`config.mk`:
```
export PLATFORM = sky130hd
export DESIGN_NAME = ltrm_ctrl
export DESIGN_NICKNAME = d
export VERILOG_FILES = /design/src/ltrm_pkg.sv /design/src/ltrm_ctrl.sv
export SDC_FILE = /design/constraint.sdc
export NUM_CORES = 1
export LEC_CHECK = 0
export BUFFER_PORTS_ARGS = -buffer_cell sky130_fd_sc_hd__buf_2
export CORE_AREA = 5 5 42 44
export CTS_CLUSTER_SIZE = 8
export DETAILED_ROUTE_END_ITERATION = 10
export DIE_AREA = 0 0 47 49
export PLACE_DENSITY = 0.45
export RECOVER_POWER = 100
export SYNTH_ARGS = -nofsm -noshare
export SYNTH_HDL_FRONTEND = slang
export SYNTH_SLANG_ARGS = --single-unit
```
`constraint.sdc`:
```
create_clock -name aclk -period 3.18 [get_ports aclk]
set_clock_uncertainty 0.05 [all_clocks]
set_input_delay 0.795 -clock aclk [delete_from_list [all_inputs] [get_ports aclk]]
set_output_delay 0.795 -clock aclk [all_outputs]
set_load 0.1 [all_outputs]
```
`src/ltrm_pkg.sv`:
```
`default_nettype none

package ltrm_pkg;

    localparam logic [2:0] CMD_FILL   = 3'd0;
    localparam logic [2:0] CMD_CLEAR  = 3'd1;
    localparam logic [2:0] CMD_LOOKUP = 3'd2;
    localparam logic [2:0] CMD_UP     = 3'd3;
    localparam logic [2:0] CMD_DOWN   = 3'd4;

    localparam logic [1:0] REG_SCREEN_WIDTH  = 2'd0;
    localparam logic [1:0] REG_SCREEN_HEIGHT = 2'd1;

    typedef enum logic [2:0] {
        ST_INIT,
        ST_IDLE,
        ST_DECODE,
        ST_PAINT,
        ST_SWEEP,
        ST_RESULT
    } state_t;

    typedef struct packed {
        logic latch;
        logic rd_en;
        logic layer_up;
        logic layer_down;
        logic paint;
        logic sweep;
        logic out_load;
    } ctrl_cmd_t;

    typedef struct packed {
        logic [2:0] op;
        logic       rect_empty;
        logic       paint_last;
        logic       layer_sweep_last;
        logic       all_sweep_last;
        logic       can_up;
        logic       can_down;
        logic       out_free;
    } dp_status_t;

endpackage

`default_nettype wire

```
`src/ltrm_ctrl.sv`:
```
`default_nettype none

module ltrm_ctrl
    import ltrm_pkg::*;
(
    input  wire logic       aclk,
    input  wire logic       aresetn,
    input  wire logic       s_valid,
    output logic            s_ready,
    input  wire dp_status_t st,
    output ctrl_cmd_t       cmd
);

    state_t state_reg;
    state_t state_next;

    always_ff @(posedge aclk) begin
        if (!aresetn) begin
            state_reg <= ST_INIT;
        end else begin
            state_reg <= state_next;
        end
    end

    always_comb begin
        state_next = state_reg;
        cmd        = '0;
        s_ready    = 1'b0;
        case (state_reg)
            ST_INIT: begin
                cmd.sweep = 1'b1;
                if (st.all_sweep_last) begin
                    state_next = ST_IDLE;
                end
            end
            ST_IDLE: begin
                s_ready = 1'b1;
                if (s_valid) begin
                    cmd.latch  = 1'b1;
                    state_next = ST_DECODE;
                end
            end
            ST_DECODE: begin
                state_next = ST_RESULT;
                case (st.op)
                    CMD_FILL, CMD_CLEAR: begin
                        if (!st.rect_empty) begin
                            state_next = ST_PAINT;
                        end
                    end
                    CMD_LOOKUP: begin
                        cmd.rd_en = 1'b1;
                    end
                    CMD_UP: begin
                        if (st.can_up) begin
                            cmd.layer_up = 1'b1;
                            state_next   = ST_SWEEP;
                        end
                    end
                    CMD_DOWN: begin
                        cmd.layer_down = st.can_down;
                    end
                    default: begin
                        state_next = ST_RESULT;
                    end
                endcase
            end
            ST_PAINT: begin
                cmd.paint = 1'b1;
                if (st.paint_last) begin
                    state_next = ST_RESULT;
                end
            end
            ST_SWEEP: begin
                cmd.sweep = 1'b1;
                if (st.layer_sweep_last) begin
                    state_next = ST_RESULT;
                end
            end
            ST_RESULT: begin
                if (st.out_free) begin
                    cmd.out_load = 1'b1;
                    state_next   = ST_IDLE;
                end
            end
            default: begin
                state_next = ST_INIT;
            end
        endcase
    end

    a_one_beat_at_a_time: assert property (@(posedge aclk) disable iff (!aresetn)
        s_valid && s_ready |=> !s_ready)
        else $error("input taken while an item is in work");

    a_load_into_free_slot: assert property (@(posedge aclk) disable iff (!aresetn)
        cmd.out_load |-> st.out_free)
        else $error("result loaded over an untaken result");

    a_result_then_idle: assert property (@(posedge aclk) disable iff (!aresetn)
        cmd.out_load |=> state_reg == ST_IDLE)
        else $error("no return to idle after result");

endmodule

`default_nettype wire

```
* After elaboration in Yosys (flattened, before gate mapping)
Cells that the tools add are included.
W data, S select, Z words.
** Cells by class
- Bitwise logic cells :: 0
- $lt $le $gt $ge :: 0
- Reductions and logical operators :: 5
- Equality and inequality tests :: 14
- Muxes and demuxes :: 21
- Multiply operators :: 0
- Divide/modulo/power cells :: 0
- Shift-type cells :: 0
- $add $sub $neg :: 0
** Operators by type and width (count)
- $mux W3 :: 7
- $pmux W3 S6 :: 1
- $eq A3 B2 Y1 const B :: 4
- $mux W1 :: 12
- $ne A2 B2 Y1 const B :: 5
- $eq A3 B3 Y1 const B :: 3
- $eq A3 B1 Y1 const B :: 2
- $logic_not A3 Y1 :: 2
- $pmux W3 S2 :: 1
- $reduce_and A5 Y1 :: 1
- $reduce_or A2 Y1 :: 2
** Storage, ports and cells
- Bits in writable memories :: 0
- Word-level logic and storage cells :: 41
- Register bits :: 3
- Bits of input ports :: 13
- Memory bits (read-only) :: 0
- Bits in latches :: 0
- Memories kept :: 0
- Output and inout bits :: 8

* Longest topological paths before layout
- Word-level depth :: 4
- Mapped depth :: 4
- Mapped depth without buffers :: 3

* Worst setup path after synthesis
OpenSTA, ideal clock, no wires.
- Path type :: in2out
- Start :: input st[9] in the netlist's numbering
- End :: output cmd[4] in the netlist's numbering
- Setup slack :: -0.707 ns
- Data arrival time :: 3.042 ns
- Cell stages on the path :: 3
- Required time :: 2.335 ns
- Buffers on the path :: 0
- Cells stage by stage :: nor2_1 > nand2_1 > nor3_1
** RTL lines
- start: declaration :: RTL line ltrm_ctrl.sv:10 : input wire dp_status_t st,
- end: declaration :: RTL line ltrm_ctrl.sv:11 : output ctrl_cmd_t cmd

==> flow_summary.toml <==
[pwr]
power.static_leakage_nw = 0.176
power_uw = 188
vdd_ir_drop_max_mv = 0.208
pwr_dens_nw_per_um2 = 457

[detailed_routing]
dr_total_vias = 323
route.detailed.vias_per_inst = 4.49
iteration_count_of_the_initial_detailed_routing_pass = 2
drc = 0
drt_iter0_drc = 7
route.antenna.remaining_nets = 0
post_drt_wl_per_cell_um = 10.9
totalWireLength_um = 785

[worst_setup_path]
critPathBufInv = 2
worst_ep_arrival_time_ns = 2.01
timing.critical_path.slowest_cell_delay_ns = 0.87
worst_path_dominant_cell_family = "buffers and inverters"
critical-path-slowest-cell = "sky130_fd_sc_hd__clkbuf_1"
critPathCaptureType = "output port"
critical_path_peak_fanout = 3
cp_cell_sequence = "buf_2 > and4bb_2 > clkbuf_1"
critPathKind = "in -> out"
setup.worst_path.start_class = "input port"
critPathRequiredTime_ns = 2.33

[sta]
timing_hold_violations_final = 0
ratio_of_final_minimum_period_to_clock_period = 0.898
max_freq_ghz = 0.350
setup_viol_count_final = 0
slew_violations = 0
finalHoldWorstSlack_ns = 0.644
fin_setup_tns_ns = 0
final_period_minus_worst_setup_slack_ns = 2.86
tightestPinTransition_ns = 1.17
rsz0062_at_grt = "no"
max-slew-margin-rel = 0.224
post-route-worst-setup-slack_ns = 0.323

[clock_network]
hold_buffers = 0
worst_setup_hold_path_clk_slew_ns = 0.04
clock_insertion_delay_worst_skew_ns = 0.23
clock_sinks = 3
cell_at_the_root_of_the_clock_tree = "sky130_fd_sc_hd__clkbuf_4"
cts_buffer_depth = 2
tritoncts = "yes"
post_cts_resize_count = 0
clock_h_tree_levels = 1
tritoncts.num_buffers = 3
cts_setup_buffers = 0

[synth]
ys_ff_latch = 3
seq_area_frac_synth = 0.222
netlist-cell-type-count = 24
total_of_warnings_raised_by_yosys = 0
avgSynthCellArea_sq_um = 7.95
postSynthNetCount = 47
syn_area_sq_um = 270
synthesis.instances = 34

[finish]
finalNetCount = 70
area_occupied_by_multi_input_gates_sq_um = 210
largest_reg_flops = 3
share_of_layout_cells_above_drive_strength_1 = 0.429
num-fill-cells = 167
area_growth_pct = 52.3
n_antenna_cell = 0
layout.cells.non_filler = 72
register_area_sq_um = 60.1

[placement]
place_ws_ns = 0.608
placed_cells = 68
port_buffers = 20
place.gp.congestion = 0.634

[global_routing]
grt_antenna_before_repair = 0
grt_pass1_wl_um = 1280
grt-ovfl-total = 0
grt_start_max_net_pins = 11
first_global_vias = 306
globalRouteTotalUtil = 0.0761

[die]
fp.dieW_um = 47
die_area_sq_um = 2300
initial_utilization = 0.193
core_region_area_sq_um = 1400
die_y_um = 49
io-pin-count = 21
fp-row-count = 14

[worst_hold_path]
hold_path_class = "reg -> reg"

[flow_run]
max-cap-violations = 0

[outcome]
run_status = "completed"
[power breakdown]
group | total, mW | switching (mW) | internal (mW)
clock | 0.0660 | 0.0190 | 0.0470
combinational | 0.0749 | 0.0566 | 0.0183
sequential | 0.0473 | 0.00646 | 0.0408
total | 0.188 | 0.0821 | 0.106
[worst register-to-register path, stage by stage, from the launching register on]
cell	delay, ns
sky130_fd_sc_hd__dfxtp_1	0.46
sky130_fd_sc_hd__nand2b_1	0.33
sky130_fd_sc_hd__o21ba_2	0.21
sky130_fd_sc_hd__o21a_1	0.16
[per-layer routing]
metal | up-vias | routed length (um) | GRT usage
met2 | 10 | 394 | 0.102
met4 | 0 | 0 | 0.0415
met5 | - | 0 | 0
met1 | 142 | 324 | 0.105
li1 | 171 | - | -
met3 | 0 | 67 | 0.0221
[cell type report]
cell class                 count  area share
clock buffer                   4      0.0638
inverter                       1     0.00912
multi-input combinational     28       0.511
sequential                     3       0.146
tap                           16      0.0486
timing repair buffer          20       0.222
[cell families (layout without fill, tap and decap cells)]
family | Yosys count | in the layout | share of synthesized area
simple gates | 18 | 18 | 0.375
compound gates | 8 | 8 | 0.250
flops | 3 | 3 | 0.222
buf+inv | 3 | 25 | 0.0740
mux | 2 | 2 | 0.0787
[synthesized netlist by cell type]
master / count / share of area
sky130_fd_sc_hd__nor2_1: 4 / 0.056
sky130_fd_sc_hd__nor3_1: 4 / 0.074
sky130_fd_sc_hd__dfxtp_1: 3 / 0.22
sky130_fd_sc_hd__nand2_1: 3 / 0.042
sky130_fd_sc_hd__a21bo_2: 1 / 0.037
sky130_fd_sc_hd__a21oi_1: 1 / 0.019
sky130_fd_sc_hd__a41oi_1: 1 / 0.032
sky130_fd_sc_hd__and4b_1: 1 / 0.037
sky130_fd_sc_hd__and4bb_2: 1 / 0.046
sky130_fd_sc_hd__buf_6: 1 / 0.042
sky130_fd_sc_hd__clkbuf_2: 1 / 0.019
sky130_fd_sc_hd__inv_1: 1 / 0.014
sky130_fd_sc_hd__mux2_2: 1 / 0.042
sky130_fd_sc_hd__mux2i_1: 1 / 0.037
sky130_fd_sc_hd__nand2b_1: 1 / 0.023
sky130_fd_sc_hd__nand3_1: 1 / 0.019
sky130_fd_sc_hd__nor2b_1: 1 / 0.023
sky130_fd_sc_hd__nor4_1: 1 / 0.023
sky130_fd_sc_hd__o211a_1: 1 / 0.037
sky130_fd_sc_hd__o21a_1: 1 / 0.028
sky130_fd_sc_hd__o21ba_2: 1 / 0.037
sky130_fd_sc_hd__o22ai_1: 1 / 0.023
sky130_fd_sc_hd__o311a_1: 1 / 0.037
sky130_fd_sc_hd__or3b_1: 1 / 0.032
[stage by stage]
step	util	instance area [sq um]
2_1_floorplan	-	290
3_3_place_gp	0.281	394
3_5_place_dp	0.281	394
4_1_cts	0.300	420
5_1_grt	0.294	412
6_report	0.294	412
[path summary, 6_finish.rpt]
path,cells past startpoint,startpoint,end,slack [ns]
worst max-delay path,3,s_valid,cmd[6],0.32
worst min-delay path,2,state_reg[1]$_SDFFE_PN0P_,state_reg[0]$_SDFFE_PN0P_,0.64
worst max register to register,3,state_reg[2]$_SDFFE_PN0P_,state_reg[1]$_SDFFE_PN0P_,1.87
worst min register to register,2,state_reg[1]$_SDFFE_PN0P_,state_reg[0]$_SDFFE_PN0P_,0.64
[cells in the final DEF (no fill, tap or decap), drive strengths merged]
master   n
dfxtp    3
nor3     4
mux2i    1
nand3    1
and4bb   1
and4b    1
inv      1
nor4     1
nor2b    1
a21oi    1
nor2     4
o22ai    1
o21ba    1
nand2b   1
clkbuf  13
o311a    1
mux2     1
o21a     1
o211a    1
a41oi    1
or3b     1
a21bo    1
buf     11
nand2    3
Power figures use the tool's default switching activity.
